File: src/hw/rtl/rbd_pkg.sv
package rbd_pkg;

    // Default store geometry.
    localparam int RBD_DEPTH     = 1024;
    localparam int RBD_WORD_BITS = 32;

    // Command codes on the input channel. Codes six and seven are no-ops.
    typedef enum logic [2:0] {
        CMD_PUSH_BACK  = 3'd0,
        CMD_POP_BACK   = 3'd1,
        CMD_PUSH_FRONT = 3'd2,
        CMD_POP_FRONT  = 3'd3,
        CMD_READ       = 3'd4,
        CMD_WRITE      = 3'd5
    } t_cmd;

    // Result status codes.
    typedef enum logic [1:0] {
        ST_OK    = 2'd0,
        ST_FULL  = 2'd1,
        ST_EMPTY = 2'd2,
        ST_RANGE = 2'd3
    } t_status;

    // Per-command outcome handed from the controller to the result pipeline.
    typedef struct packed {
        t_status status;
        logic    is_read;
    } t_ctrl_res;

endpackage

File: src/hw/rtl/rbd_ctrl.sv
module rbd_ctrl
    import rbd_pkg::*;
#(
    parameter int DEPTH = RBD_DEPTH,
    parameter int AW    = $clog2(DEPTH),
    parameter int CW    = $clog2(DEPTH + 1)
) (
    input  logic          i_clk,
    input  logic          i_rst_n,
    input  logic          i_fire,
    input  logic [2:0]    i_command,
    input  logic [AW-1:0] i_position,
    input  logic          i_cfg_fire,
    input  logic [CW-1:0] i_cfg_capacity,
    output logic          o_mem_we,
    output logic          o_mem_re,
    output logic [AW-1:0] o_mem_addr,
    output t_ctrl_res     o_res,
    output logic [CW-1:0] o_count_next,
    output logic [CW-1:0] o_count,
    output logic [CW-1:0] o_capacity
);

    logic [AW-1:0] r_head, n_head;
    logic [CW-1:0] r_count, n_count;
    logic [CW-1:0] r_cap, n_cap;

    logic          full, empty, out_range;
    logic [CW-1:0] offset;
    logic [CW:0]   sum, wrapped;
    logic [AW-1:0] slot, head_dec, head_inc;
    logic [CW-1:0] head_inc_w;
    logic [CW-1:0] cfg_clamped;
    logic          we, re;
    t_ctrl_res     res;

    assign full      = r_count >= r_cap;
    assign empty     = r_count == '0;
    assign out_range = CW'(i_position) >= r_count;

    // Logical offset of the entry the command touches.
    always_comb begin
        case (t_cmd'(i_command))
            CMD_POP_BACK:  offset = r_count - 1'b1;
            CMD_POP_FRONT: offset = '0;
            CMD_READ,
            CMD_WRITE:     offset = CW'(i_position);
            default:       offset = r_count;
        endcase
    end

    // Physical slot: head plus offset, wrapped once at the capacity.
    assign sum     = (CW+1)'(r_head) + (CW+1)'(offset);
    assign wrapped = (sum >= (CW+1)'(r_cap)) ? sum - (CW+1)'(r_cap) : sum;
    assign slot    = wrapped[AW-1:0];

    assign head_dec   = (r_head == '0) ? AW'(r_cap - 1'b1) : r_head - 1'b1;
    assign head_inc_w = CW'(r_head) + 1'b1;
    assign head_inc   = (head_inc_w >= r_cap) ? '0 : AW'(head_inc_w);

    always_comb begin
        n_head      = r_head;
        n_count     = r_count;
        we          = 1'b0;
        re          = 1'b0;
        o_mem_addr  = slot;
        res.status  = ST_OK;
        res.is_read = 1'b0;
        case (t_cmd'(i_command))
            CMD_PUSH_BACK: begin
                if (full) begin
                    res.status = ST_FULL;
                end else begin
                    we      = 1'b1;
                    n_count = r_count + 1'b1;
                end
            end
            CMD_POP_BACK: begin
                if (empty) begin
                    res.status = ST_EMPTY;
                end else begin
                    re          = 1'b1;
                    res.is_read = 1'b1;
                    n_count     = r_count - 1'b1;
                end
            end
            CMD_PUSH_FRONT: begin
                o_mem_addr = head_dec;
                if (full) begin
                    res.status = ST_FULL;
                end else begin
                    we      = 1'b1;
                    n_head  = head_dec;
                    n_count = r_count + 1'b1;
                end
            end
            CMD_POP_FRONT: begin
                if (empty) begin
                    res.status = ST_EMPTY;
                end else begin
                    re          = 1'b1;
                    res.is_read = 1'b1;
                    n_head      = head_inc;
                    n_count     = r_count - 1'b1;
                end
            end
            CMD_READ: begin
                if (out_range) begin
                    res.status = ST_RANGE;
                end else begin
                    re          = 1'b1;
                    res.is_read = 1'b1;
                end
            end
            CMD_WRITE: begin
                if (out_range) begin
                    res.status = ST_RANGE;
                end else begin
                    we = 1'b1;
                end
            end
            default: begin
            end
        endcase
    end

    // Capacity is clamped to 1..DEPTH.
    always_comb begin
        if (i_cfg_capacity == '0) begin
            cfg_clamped = CW'(1);
        end else if (i_cfg_capacity > CW'(DEPTH)) begin
            cfg_clamped = CW'(DEPTH);
        end else begin
            cfg_clamped = i_cfg_capacity;
        end
        n_cap = r_cap;
        if (i_cfg_fire && !i_fire && empty) begin
            n_cap = cfg_clamped;
        end
    end

    always_ff @(posedge i_clk) begin
        if (!i_rst_n) begin
            r_head  <= '0;
            r_count <= '0;
            r_cap   <= CW'(DEPTH);
        end else if (i_fire) begin
            r_head  <= n_head;
            r_count <= n_count;
        end else if (i_cfg_fire && empty) begin
            r_cap  <= n_cap;
            r_head <= '0;
        end
    end

    assign o_mem_we     = i_fire && we;
    assign o_mem_re     = i_fire && re;
    assign o_res        = res;
    assign o_count_next = n_count;
    assign o_count      = r_count;
    assign o_capacity   = r_cap;

endmodule

File: config.mk
export PLATFORM = sky130hd
export DESIGN_NAME = rbd_ctrl
export DESIGN_NICKNAME = d
export VERILOG_FILES = /design/src/hw/rtl/rbd_pkg.sv /design/src/hw/rtl/rbd_ctrl.sv
export SDC_FILE = /design/constraint.sdc
export NUM_CORES = 1
export LEC_CHECK = 0
export BUFFER_PORTS_ARGS = -buffer_cell sky130_fd_sc_hd__buf_4
export CAP_MARGIN = 20
export CORE_ASPECT_RATIO = 0.7
export CORE_MARGIN = 1
export CORE_UTILIZATION = 40
export DETAILED_ROUTE_END_ITERATION = 8
export PLACE_DENSITY = 0.62
export SYNTH_ARGS = -nofsm -noshare
export SYNTH_HDL_FRONTEND = slang
export SYNTH_SLANG_ARGS = --single-unit
File: constraint.sdc
create_clock -name i_clk -period 4.6 [get_ports i_clk]
set_input_delay 0.46 -clock i_clk [delete_from_list [all_inputs] [get_ports i_clk]]
set_output_delay 0.46 -clock i_clk [all_outputs]
set_load 0.005 [all_outputs]
**After elaboration in Yosys (flattened, before gate mapping)**

Cells that the tools add are included.

- Output and inout bits: 48
- Flip-flop bits (word level): 32

- Bitwise operators: 1
- $add $sub $neg: 7
- Reduce and logical (&&, ||, !) cells: 16
- Magnitude comparators: 5
- Muxes and demuxes: 24
- Equality and inequality tests: 8

Operators with widths:

| cell | count |
|---|---|
| $mux 10 | 8 |
| $mux 11 | 4 |
| $pmux 11 s3 | 1 |
| $ge 11x11->1 | 2 |
| $logic_not 11->1 | 2 |
| $pmux 11 s2 | 1 |
| $pmux 10 s2 | 1 |
| $sub 10x1->10 const B | 2 |
| $add 10x11->12 | 1 |
| $ge 12x11->1 | 1 |
| $add 10x1->11 const B | 1 |
| $add 11x1->11 const B | 1 |
| $ge 10x11->1 | 1 |
| $gt 11x11->1 const B | 1 |
| $sub 11x1->11 const B | 1 |
| $logic_not 10->1 | 1 |
| $sub 10x10->10 | 1 |
| $eq 3x2->1 const B | 2 |
| $eq 3x3->1 const B | 2 |
| $ne 3x3->1 const B | 2 |
| $pmux 2 s3 | 1 |
| $reduce_or 2->1 | 3 |
| $logic_and 1x1->1 | 5 |
| $mux 1 | 4 |
| 10 further kinds | 12 |

**Longest topological paths before layout**

- Word-level depth: 7
- Gate-level depth with buffers: 22
- Mapped depth without buffers: 20

**Worst setup path after synthesis**

OpenSTA, ideal clock, no wires.

- Path kind: input-to-output
- Start point: in i_command[2]
- End point: out o_mem_addr[9]
- Arrival time: 4.166 ns
- Data required time: 4.140 ns
- Stages on the path: 18
- Path buffers: 3
- Slack: -0.026 ns
- Path through: clkbuf_1 > clkbuf_1 > clkbuf_1 > a21oi_1 > o22ai_1 > ha_1 > a211oi_1 > o21bai_1 > a21oi_1 > xnor2_1 > ha_1 > or4_1 > o21ai_0 > a31oi_1 > and4_1 > or3_1 > mux2i_1 > mux2i_1

- Longest elaborated chain between the ends: 7

RTL lines:

| item | RTL line | RTL |
|---|---|---|
| start: declaration | rbd_ctrl.sv:11 | `input logic [2:0] i_command,` |
| $eq 3x3->1 | rbd_ctrl.sv:43 | `case (t_cmd'(i_command))` |
| $reduce_or 2->1 (no source line) | n/a |  |
| $pmux 11 s3 | rbd_ctrl.sv:43 |  |
| $add 10x11->12 | rbd_ctrl.sv:53 | `assign sum = (CW+1)'(r_head) + (CW+1)'(offset);` |
| $sub 10x10->10 / $ge 12x11->1 (equally long branches) | rbd_ctrl.sv:54 | `assign wrapped = (sum >= (CW+1)'(r_cap)) ? sum - (CW+1)'(r_cap) : sum;` |
| $mux 10 | rbd_ctrl.sv:54 |  |
| $mux 10 * | rbd_ctrl.sv:69 | `case (t_cmd'(i_command))` |
| end: declaration | rbd_ctrl.sv:17 | `output logic [AW-1:0] o_mem_addr,` |

Every way passes the cells marked *; elsewhere a longest branch is shown, timed or not.

**Worst setup path after layout**

- Start point: reg r_count[0], in the netlist o_count[0]
- End point: out o_mem_addr[7]

- Longest elaborated chain between the ends: 6

RTL lines:

| item | RTL line | RTL |
|---|---|---|
| start: declaration | rbd_ctrl.sv:25 | `logic [CW-1:0] r_count, n_count;` |
| start signal: assignment | rbd_ctrl.sv:149 | `r_count <= n_count;` |
| $sub 11x1->11 | rbd_ctrl.sv:44 | `CMD_POP_BACK: offset = r_count - 1'b1;` |
| $pmux 11 s3 * | rbd_ctrl.sv:43 |  |
| $add 10x11->12 * | rbd_ctrl.sv:53 |  |
| $sub 10x10->10 / $ge 12x11->1 (equally long branches) | rbd_ctrl.sv:54 |  |
| $mux 10 * | rbd_ctrl.sv:54 |  |
| $mux 10 * | rbd_ctrl.sv:69 |  |

Marks and branches as above.

==> out/results.ini <==
[die]
die_area_mm2 = 0.0127
rows = 33
die_y_um = 94.7
core_region_area_mm2 = 0.0119
io-pin-count = 76
initial_core_util = 0.414
die_x_um = 134

[critical_path]
worstPathCellList = buf_6 -> nor3_2 -> buf_4 -> nand3_4 -> nor2_4 -> o21ai_2 -> a221oi_2 -> a21oi_2 -> ha_1 -> o21a_1 -> nor2_4 -> a31oi_4 -> buf_6 -> nand3_2 -> nand2_1 -> xor2_1 -> ha_2 -> a21oi_2 -> a21oi_2 -> a21oi_2 -> buf_6 -> mux2i_2 -> mux2i_1 -> buf_4
worstSetupEndpointType = primary output
path_common_cell = a21oi_2
reg2reg_to = r_head[4]
crit_slowest_cell = a221oi_2
crit_fanout = 6
r2r_slack_ns = 0.66
critPathLaunchType = flip-flop
r2r_start = r_head[0]
r2r_cells = 13
arrival_ns = 4.52
crit_type = flip-flop to primary output
cp.required_ns = 4.14
critPathMaxStageDelay_ns = 0.34

[placement]
place_congestion = 0.959
dp_cells = 957
hpwlAfterDp_um = 15000
io_buffer_count = 75

[min_path]
min_to = o_capacity[6]
hp-start = i_cfg_capacity[6]
hold_path.class = input pin to flip-flop
holdPathStages = 3

[logic_synthesis]
synth_cell_types = 65
seq_area_frac_synth = 0.130
synth-seq-cells = 32
ys.flop_type = dfxtp_1
async_flop_share = 0
yosysTopAreaCellShare = 0.153
syn_area_per_cell_um2 = 7.18
synth_edf_count = 0
yosys-top-cells-count = 69 x nor2_1, 61 x a21oi_1, 60 x ha_1
syn_area_mm2 = 0.00491
syn_nets = 774
synthTopCellsByArea = ha_1 15%, dfxtp_1 13%, a21oi_1 6.2%, mux2i_1 6.1%, nor2_1 5.3%
yosysTopAreaCell = ha_1
syn_inst = 684
synth_most_common_cell = nor2_1
yosys_warnings = 0

[routing]
viasPerCell = 6.08
wl_per_cell_um = 20.0
drtAntennaViolNets = 0
dr_total_vias = 6013
first_pass_iters = 5
drtIter0Drc = 607
routed_wirelength_um = 19700
drc = 0

[global_routing]
antenna_found_initial = 0
grtUsageMet2 = 0.462
use_met3 = 0.0644
grt_max_degree = 36
overflow = 0
busiest_layer = met2
grt_pass1_wl_um = 30300
grt_pass1_vias = 5664
grt_usage = 0.309
grtUsageMet1 = 0.445

[layout]
num_antenna_cells = 0
fin_nets = 921
syn_to_final_growth_pct = 43.2
drive_above_1_share = 0.340
final_cells = 989

[timing]
period_needed_ns = 4.98
worst_slew_pin_slew_ns = 0.924
fmax_mhz = 201
hold_viol = 0
rsz0062_at_grt = true
finalClockSkew_ns = 0.0117
setup_viol = 10
finalMaxSlewViolations = 0
tns_ns = -3.30
finalCritPeriodShare = 1.08
relSlewSlack = 0.368
worst_slack_ns = -0.379

[clocking]
clkTransAtPathRegs_ns = 0.07
clkLatencyLatePin_ns = 0.29
h-tree-depth = 2
clk_path_buf_depth = 2
cts_tree = built
root_buffer = clkbuf_16
cts_made_buffers = 5
clkSinkCount = 32

[outcome]
violations = setup timing
outcome = complete, but fails checks

[power]
ir_drop_uv = 164
internal_power_mw = 1.35
switching_share = 0.447
power_switching_mw = 1.09
clock_power_share = 0.144
power_mw = 2.44
leakagePower_nw = 3.15
seqPwrFrac = 0.143
combPwrFrac = 0.712
cellPowerDensity_mw_per_mm2 = 347

[job]
maxCapViolations = 0

worst max-delay path by stage:
stage	end	cells after the start	start	slack, ns
after floorplan	o_mem_addr[1]	22	o_count[0]	0.04
after global placement	o_mem_addr[0]	21	o_count[2]	-0.18
after detailed placement	o_mem_addr[3]	22	o_count[1]	-0.16
after CTS	o_mem_addr[3]	22	o_count[0]	-0.27
after global routing	o_mem_addr[7]	24	o_count[0]	-0.56
final	o_mem_addr[7]	24	o_count[0]	-0.38
power groups by stage:
stage | sequential [mW] | combinational [mW] | clock [mW]
after CTS | 0.344 | 1.50 | 0.351
after global routing | 0.353 | 1.85 | 0.368
after global placement | 0.346 | 1.40 | 0
final | 0.350 | 1.74 | 0.352
after detailed placement | 0.346 | 1.42 | 0
after floorplan | 0.329 | 0.827 | 0
worst max-delay path, delay by kind of cell, from the launching register on:
family                   cells  cell delay [ns]
AND/OR/NAND/NOR              6             0.63
flip-flops                   1             0.33
AO/OA/AOI/OAI                8             1.26
buffers and inverters        5             0.74
adder cells (fa/ha/maj)      2             0.65
multiplexers                 2             0.35
XOR/XNOR                     1             0.25
kinds of logic (layout without fill, tap and decap cells):
family,count (synthesis),in the layout,synth area share
xor gates and xnor gates,39,39,0.0696
and+or+nand+nor,248,248,0.249
muxes,31,31,0.0635
buffers and inverters,77,225,0.0642
adders and majority gates,62,62,0.161
DFF,32,32,0.130
AOI/OAI and AO/OA,195,195,0.262
state kept, by name (all words and copies together), names as in the netlist:
| signal | cells |
|---|---|
| r_head | 10 |
| o_count | 11 |
| o_capacity | 11 |
routing by layer:
layer | share of wire | up-vias | routed length [um]
li1 | - | 2802 | -
met1 | 0.46 | 2871 | 9140
met2 | 0.42 | 304 | 8370
met3 | 0.094 | 36 | 1860
met4 | 0.018 | 0 | 362
met5 | 0 | - | 0
cell usage in the layout, fill, tap and decap left out, types with 10 or more instances in the layout:
cell / n
a211oi_1: 12
a21o_1: 10
a21oi_1: 48
a21oi_2: 12
buf_4: 174
dfxtp_1: 27
ha_1: 47
ha_4: 10
inv_1: 32
mux2i_1: 26
nand2_1: 51
nand2b_1: 15
nand3_1: 24
nor2_1: 63
nor3_1: 23
o21ai_0: 24
xnor2_1: 18
xor2_1: 15
metrics by stage:
| step | instance area, um2 | setup slack [ns] | utilization | hold slack, ns |
|---|---|---|---|---|
| after global routing | 7030 | -0.557 | 0.593 | 0.443 |
| after CTS | 6520 | -0.272 | 0.550 | 0.423 |
| final | 7030 | -0.379 | 0.593 | 0.425 |
| after detailed placement | 6120 | -0.163 | 0.517 | 0.528 |
| after global placement | 6120 | -0.183 | 0.517 | 0.503 |
| after floorplan | 4910 | 0.0450 | - | 0.493 |
cell type report:
class                           count  area, um2
Clock inverter                      3       18.8
Clock buffer                        5        125
Multi-Input combinational cell    575       4500
Tap cell                          157        196
Inverter                           34        128
Sequential cell                    32        649
Timing Repair Buffer              183       1420
Fill cell                        1071       4820
repair_timing:
action                                 4_1_cts  5_1_grt
resized for setup                           42       86
setup buffers                               11       12
endpoints found under the hold margin        0        0
hold buffers                                 0        0
cloned                                       1        0
pin swaps                                   26       42
setup endpoints to repair                   10       10
(Power assumes the default switching activity.)
